==> src/hw/rtl/rth_pkg.sv <==
// Shared types, widths and helpers for the RGB to HSL converter.
package rth_pkg;

  localparam int ChanW  = 8;
  localparam int SumW   = 9;
  localparam int OutW   = 16;
  // Restoring divider: quotient bits produced, one per cell.
  localparam int QuoW   = 17;
  // Dividend numerator width: num * 65536 + 3c < 6c * 65536 + 3c fits in 28 bits.
  localparam int HNumW  = 28;
  localparam int HDenW  = 11;
  // Saturation: c * 65535 + d/2 fits in 24 bits; divisor d up to 255.
  localparam int SNumW  = 24;
  localparam int SDenW  = 9;

  // Hue and saturation divisions in flight: remainder, divisor and collected quotient bits, plus the sum.
  typedef struct packed {
    logic [HNumW-1:0] h_rem;
    logic [HDenW-1:0] h_den;
    logic [QuoW-1:0]  h_quo;
    logic             h_zero;
    logic [SNumW-1:0] s_rem;
    logic [SDenW-1:0] s_den;
    logic [QuoW-1:0]  s_quo;
    logic             s_zero;
    logic [SumW-1:0]  sum;
  } rth_cell_t;

endpackage

==> src/hw/rtl/rgb_to_hsl_converter.sv <==
// Top level of the RGB to HSL converter: front stage, divider cell chain, output.
// Fully pipelined: one pixel per clock while the output is not stalled. There are 19
// register stages (one front stage, 17 restoring-divider cells that each settle one
// quotient bit, one output register); the front stage loads at the accepting edge,
// and out_valid rises when the result reaches the output register. The pipeline advances
// whenever the output register is empty or being read, so ready drops only
// while a result waits downstream.
module rgb_to_hsl_converter (
  input  logic                       clk,
  input  logic                       rst,
  input  logic                       in_valid,
  output logic                       in_ready,
  input  logic [rth_pkg::ChanW-1:0]  red,
  input  logic [rth_pkg::ChanW-1:0]  green,
  input  logic [rth_pkg::ChanW-1:0]  blue,
  output logic                       out_valid,
  input  logic                       out_ready,
  output logic [rth_pkg::OutW-1:0]   hue_turn,
  output logic [rth_pkg::OutW-1:0]   saturation_level,
  output logic [rth_pkg::SumW-1:0]   lightness_sum
);
  import rth_pkg::*;

  localparam int Stages = QuoW + 2;

  logic              adv;
  logic [Stages-2:0] vld;
  rth_cell_t         chain [QuoW+1];

  assign adv      = !out_valid || out_ready;
  assign in_ready = adv;

  always_ff @(posedge clk) begin
    if (rst) begin
      vld       <= '0;
      out_valid <= 1'b0;
    end else if (adv) begin
      vld       <= {vld[Stages-3:0], in_valid};
      out_valid <= vld[Stages-2];
    end
  end

  rth_front u_front (
    .clk(clk), .en(adv), .red(red), .green(green), .blue(blue),
    .cell_out(chain[0])
  );

  for (genvar i = 0; i < QuoW; i++) begin : g_cell
    rth_div_cell #(.Bit(QuoW - 1 - i)) u_cell (
      .clk(clk), .en(adv), .cell_in(chain[i]), .cell_out(chain[i+1])
    );
  end

  always_ff @(posedge clk) begin
    if (adv) begin
      if (chain[QuoW].h_zero) begin
        hue_turn <= '0;
      end else if (chain[QuoW].h_quo[QuoW-1]) begin
        hue_turn <= '1;
      end else begin
        hue_turn <= chain[QuoW].h_quo[OutW-1:0];
      end
      if (chain[QuoW].s_zero) begin
        saturation_level <= '0;
      end else if (chain[QuoW].s_quo[QuoW-1]) begin
        saturation_level <= '1;
      end else begin
        saturation_level <= chain[QuoW].s_quo[OutW-1:0];
      end
      lightness_sum <= chain[QuoW].sum;
    end
  end

`ifndef SYNTH
  a_stall_hold: assert property (@(posedge clk) disable iff (rst)
    out_valid && !out_ready |=> out_valid && $stable(hue_turn) && $stable(lightness_sum))
    else $error("result changed while stalled");
  a_ready_link: assert property (@(posedge clk) disable iff (rst)
    in_ready == (!out_valid || out_ready))
    else $error("input ready does not follow output stage");
  a_light_range: assert property (@(posedge clk) disable iff (rst)
    out_valid |-> lightness_sum <= SumW'(510))
    else $error("lightness sum out of range");
  a_grey_hue: assert property (@(posedge clk) disable iff (rst)
    out_valid && saturation_level == '0 && lightness_sum != '0
      && lightness_sum != SumW'(510) |-> hue_turn == '0)
    else $error("grey pixel with nonzero hue");
`endif

endmodule

==> src/hw/rtl/rth_front.sv <==
// Front stage: max, min, chroma, hue numerator and saturation divisor per pixel.
module rth_front (
  input  logic                      clk,
  input  logic                      en,
  input  logic [rth_pkg::ChanW-1:0] red,
  input  logic [rth_pkg::ChanW-1:0] green,
  input  logic [rth_pkg::ChanW-1:0] blue,
  output rth_pkg::rth_cell_t        cell_out
);
  import rth_pkg::*;

  logic [ChanW-1:0] mx, mn, c;
  logic [SumW-1:0]  s, d;
  logic [HDenW-1:0] num;
  rth_cell_t        cell_next;

  always_comb begin
    mx = red;
    mn = red;
    if (green > mx) mx = green;
    if (blue > mx) mx = blue;
    if (green < mn) mn = green;
    if (blue < mn) mn = blue;
    c = mx - mn;
    s = {1'b0, mx} + {1'b0, mn};
    if (mx == red) begin
      num = (blue > green) ? (HDenW'(6) * HDenW'(c) + HDenW'(green) - HDenW'(blue))
                           : (HDenW'(green) - HDenW'(blue));
    end else if (mx == green) begin
      num = HDenW'(2) * HDenW'(c) + HDenW'(blue) - HDenW'(red);
    end else begin
      num = HDenW'(4) * HDenW'(c) + HDenW'(red) - HDenW'(green);
    end
    d = (s > SumW'(255)) ? (SumW'(510) - s) : s;
    cell_next.h_rem  = HNumW'({num, 16'h0000}) + HNumW'(HDenW'(3) * HDenW'(c));
    cell_next.h_den  = HDenW'(6) * HDenW'(c);
    cell_next.h_quo  = '0;
    cell_next.h_zero = (c == '0);
    cell_next.s_rem  = ({c, 16'h0000} - SNumW'(c)) + SNumW'(d[SumW-1:1]);
    cell_next.s_den  = d;
    cell_next.s_quo  = '0;
    cell_next.s_zero = (d == '0);
    cell_next.sum    = s;
  end

  always_ff @(posedge clk) begin
    if (en) begin
      cell_out <= cell_next;
    end
  end

endmodule

==> src/hw/rtl/rth_div_cell.sv <==
// One restoring-division cell: settles one quotient bit of hue and saturation.
module rth_div_cell #(
  parameter int Bit = 0
) (
  input  logic               clk,
  input  logic               en,
  input  rth_pkg::rth_cell_t cell_in,
  output rth_pkg::rth_cell_t cell_out
);
  import rth_pkg::*;

  localparam int HExtW = HNumW + Bit + 1;
  localparam int SExtW = SNumW + Bit + 1;

  logic [HExtW-1:0] h_trial;
  logic [SExtW-1:0] s_trial;
  rth_cell_t        cell_next;

  always_comb begin
    cell_next = cell_in;
    h_trial = HExtW'(cell_in.h_den) << Bit;
    s_trial = SExtW'(cell_in.s_den) << Bit;
    if (HExtW'(cell_in.h_rem) >= h_trial) begin
      cell_next.h_rem = cell_in.h_rem - HNumW'(h_trial);
      cell_next.h_quo[Bit] = 1'b1;
    end
    if (SExtW'(cell_in.s_rem) >= s_trial) begin
      cell_next.s_rem = cell_in.s_rem - SNumW'(s_trial);
      cell_next.s_quo[Bit] = 1'b1;
    end
  end

  always_ff @(posedge clk) begin
    if (en) begin
      cell_out <= cell_next;
    end
  end

endmodule

==> config.mk <==
export PLATFORM = sky130hd
export DESIGN_NAME = rgb_to_hsl_converter
export DESIGN_NICKNAME = d
export VERILOG_FILES = /design/src/hw/rtl/rth_pkg.sv /design/src/hw/rtl/rgb_to_hsl_converter.sv /design/src/hw/rtl/rth_front.sv /design/src/hw/rtl/rth_div_cell.sv
export SDC_FILE = /design/constraint.sdc
export NUM_CORES = 2
export LEC_CHECK = 0
export BUFFER_PORTS_ARGS = -buffer_cell sky130_fd_sc_hd__buf_2
export CAP_MARGIN = 0
export CELL_PAD_IN_SITES_DETAIL_PLACEMENT = 1
export CELL_PAD_IN_SITES_GLOBAL_PLACEMENT = 2
export CORE_MARGIN = 3
export CORE_UTILIZATION = 25
export CTS_BUF_LIST = sky130_fd_sc_hd__clkbuf_8
export CTS_CLUSTER_DIAMETER = 150
export DETAILED_ROUTE_END_ITERATION = 6
export GPL_ROUTABILITY_DRIVEN = 0
export PLACE_DENSITY_LB_ADDON = 0.1
export SYNTH_ARGS = -nofsm -noshare
export SYNTH_HDL_FRONTEND = slang
export SYNTH_SLANG_ARGS = --single-unit
==> constraint.sdc <==
create_clock -name clk -period 50.7 [get_ports clk]
set_clock_uncertainty 0.05 [all_clocks]
set_input_delay 2.535 -clock clk [delete_from_list [all_inputs] [get_ports clk]]
set_output_delay 2.535 -clock clk [all_outputs]
set_load 0.01 [all_outputs]
==> results.txt <==
- Based on the critical path, the design can be clocked at up to 90.0 MHz.
* Data arrival time of the worst path: 11.75 ns
* Dominant synthesized flop cell: sky130_fd_sc_hd__edfxtp_1
- Total routing resource utilization after global routing: 11.2%
- Total nets after synthesis: 6491
* Number of DRC violations after detailed routing: 0
- The initial utilization of the core area, before any placement, comes to 25.2%.
- At the pin with the least slew margin, the transition time is 1.25 ns.
- Worst setup path category: input port to flip-flop
- Sum of net half-perimeters after detailed placement: 132000 um
- After technology mapping, the gate count stands at 5971.
* Compound-gate portion of the synthesized area: 8.09%
- CP Capture Type: flip-flop
- Maximum number of pins on one net before global-route repair: 87
- Count of input and output buffers: 70
* CP Data Required Time: 51.34 ns
- Height of the die: 565 um
- Of all flip-flops after synthesis, the portion carrying an async set or reset was 0%.
- Congestion Overflow GR: 0
- Overall via count from detail_route: 45472
- First-pass GRT wire length: 285000 um
- Longest Clk Path Bufs: 4
- Number of hold-slack violations in the final timing report: 0
- Hold-fix buffers, CTS: 0
* #FFs+latches synth: 1648
* Setup repair after global routing missed its margin: false
- At the end of the flow, the number of nets in the layout was 6843.
* Remaining antenna violation count: 0
- Number of global-route vias before repair: 50282
- The Yosys step of the flow raised 0 warnings.
- Average routed wire per standard cell: 16.8 um
* TritonCTS clock tree: built
* Maximum capacitance violations: 0
- The number of pins exceeding their max-slew limit in the final report came to 0.
- Most common cell after layout, fill and taps aside: sky130_fd_sc_hd__edfxtp_1
- The root buffer cell chosen for the clock tree is sky130_fd_sc_hd__clkbuf_8.
- In this run, distinct cell masters in the synthesized netlist total 109.
* Overall die width: 565 um
- The flow ran to the end, and the final reports show no timing, DRC or antenna violations.
- Portion of the post-synthesis area used by sequential elements: 63.1%
- Worst-path fanout max: 18
- Fraction of layout instances using a drive strength above 1: 10.1%
- Via-to-Cell Ratio: 4.25
- Synth Area in XOR/XNOR: 5.37%
- Number of buffers created by CTS: 318
- Clock network latency to the later pin of the worst-skew pair: 0.98 ns
- The core region is 0.310 sq mm.
* Detailed-router iteration count before antenna repair: 5
- A synthesized cell averages 13.1 sq um.
- Number of synthesized flops with an enable pin: 1629
- In this run the post-CTS setup repair buffer count came out at 0.
- In the synthesized netlist, mux cells make up 1.61% of the area.
* H-tree Lvls: 5
- 71 I/O pins were placed.
- Relative to the synthesized area, the layout overhead comes to 14.6%.
* Die area: 0.319 sq mm
* Slowest-stage cell, CP: sky130_fd_sc_hd__nor2_1
* Sinks on the clock net: 1648
- For the final routed database, the setup TNS stands at 0 ns.
- Post-Synth Adder-Cell Area: 8.48%
* Setup violations, final: 0
* Simple-gate share of the synthesized area: 10.2%
* Top library cells by usage in the layout, fill and taps aside: 1629 x sky130_fd_sc_hd__edfxtp_1, 646 x sky130_fd_sc_hd__inv_1, 453 x sky130_fd_sc_hd__nor2_1, 432 x sky130_fd_sc_hd__ha_1, 346 x sky130_fd_sc_hd__nand2_1
* Dominant combinational cell family by area after synthesis: simple AND/OR/NAND/NOR gates
- Share of the cycle needed by the critical path after routing: 21.9%
- The mapped netlist covers 0.0781 sq mm.
- Count of standard-cell rows: 204
* Total Wirelength: 180000 um
* Number of violations reported at the end of detailed-routing iteration 0: 1727
- The filler cells instantiated in the layout total 33510.
- Startpoint kind of the worst setup timing path: input port
- # resized after CTS: 0
- Hold Crit Class: flip-flop to flip-flop
* Initial antenna violation count: 2
* CP max stage delay: 0.94 ns
* Fin crit period: 11.11 ns
- The worst pin sits at a relative slew slack of 16.6%.
- Clock input transition at the sequential cells of the worst setup and hold paths: 0.06 ns
metrics by stage:
stage          setup slack (ns)  util, %  cell area (sq um)  cells  hold WS, ns
2_1_floorplan              1.33        -              78100   5971        0.350
3_3_place_gp              38.73     27.0              83600  10123        0.350
3_5_place_dp              38.55     27.0              83600  10123        0.355
4_1_cts                   39.67     28.9              89500  10685        0.337
5_1_grt                   38.86     28.9              89500  10689        0.351
6_report                  39.59     28.9              89500  10689        0.343
logic make-up (layout without fill, tap and decap cells):
logic type               after synthesis  count (layout)
AO/OA/AOI/OAI                       1011            1011
XOR/XNOR                             478             478
adder cells (fa/ha/maj)              494             494
buffers and inverters                640            1234
flip-flops                          1648            1648
multiplexers                         117             117
other                                  0               4
AND/OR/NAND/NOR                     1583            1583
cell usage after synthesis, drive strengths merged, types with 25 or more instances:
| cell type | n | area share [%] |
|---|---|---|
| a211oi | 30 | 0.32 |
| a21boi | 53 | 0.51 |
| a21o | 95 | 0.91 |
| a21oi | 322 | 2.1 |
| a31oi | 27 | 0.25 |
| clkbuf | 65 | 0.33 |
| edfxtp | 1629 | 63 |
| fa | 60 | 1.5 |
| ha | 432 | 6.9 |
| inv | 550 | 2.6 |
| mux2 | 70 | 1.0 |
| mux2i | 47 | 0.60 |
| nand2 | 346 | 1.7 |
| nand2b | 77 | 0.62 |
| nand3 | 77 | 0.50 |
| nand4 | 66 | 0.54 |
| nor2 | 454 | 2.2 |
| nor2b | 97 | 0.78 |
| nor3 | 135 | 0.87 |
| nor4 | 110 | 0.91 |
| o21a | 43 | 0.41 |
| o21ai | 285 | 1.9 |
| o31ai | 41 | 0.39 |
| or2 | 25 | 0.20 |
| or3 | 49 | 0.40 |
| or4 | 29 | 0.28 |
| xnor2 | 278 | 3.1 |
| xor2 | 200 | 2.3 |
final cells by class:
type	instances	area [sq um]	area share, %
Tap cell	4120	5150	5.76
Clock buffer	322	4430	4.95
Clock inverter	240	1430	1.60
Multi-Input combinational cell	3683	26400	29.5
Antenna cell	4	10.0	0.0112
Sequential cell	1648	49300	55.1
Timing Repair Buffer	121	733	0.819
Inverter	551	2080	2.32
sequential cells by signal, summed over array words and instances, names as in the netlist:
name / cells
vld: 18
g_cell.u_cell.cell_out: 1519
u_front.cell_out: 69
saturation_level: 16
out_valid: 1
lightness_sum: 9
hue_turn: 16
critical path: cells and delay by family:
kind | cells | cell delay [ns]
AO/OA/AOI/OAI | 13 | 3.34
adder cells (fa/ha/maj) | 6 | 2.21
AND/OR/NAND/NOR | 6 | 1.49
multiplexers | 2 | 0.52
XOR/XNOR | 3 | 0.82
buffers and inverters | 6 | 0.77
routing by layer:
layer  wire (um)  vias to the layer above  share of wire, %  track usage, %
met3        6210                      354               3.5            2.20
met2       96500                      544                54            21.6
met1       71000                    21992                40            12.1
met5           0                        -                 0               0
met4        5960                        0               3.3            3.92
li1            -                    22582                 -               -
worst paths after layout:
check	startpoint	to	slack, ns	cells past startpoint
worst max register to register	out_valid$_SDFFE_PP0P_	g_cell[10].u_cell.cell_out[25]$_DFFE_PP_	45.11	8
worst max-delay path	red[1]	u_front.cell_out[115]$_DFFE_PP_	39.59	36
worst min register to register	g_cell[11].u_cell.cell_out[72]$_DFFE_PP_	g_cell[12].u_cell.cell_out[72]$_DFFE_PP_	0.34	0
worst min-delay path	g_cell[11].u_cell.cell_out[72]$_DFFE_PP_	g_cell[12].u_cell.cell_out[72]$_DFFE_PP_	0.34	0
Power is left out: the tool's default activity adds up to more than one toggle a clock period on the data nets, which glitch-free logic cannot reach.
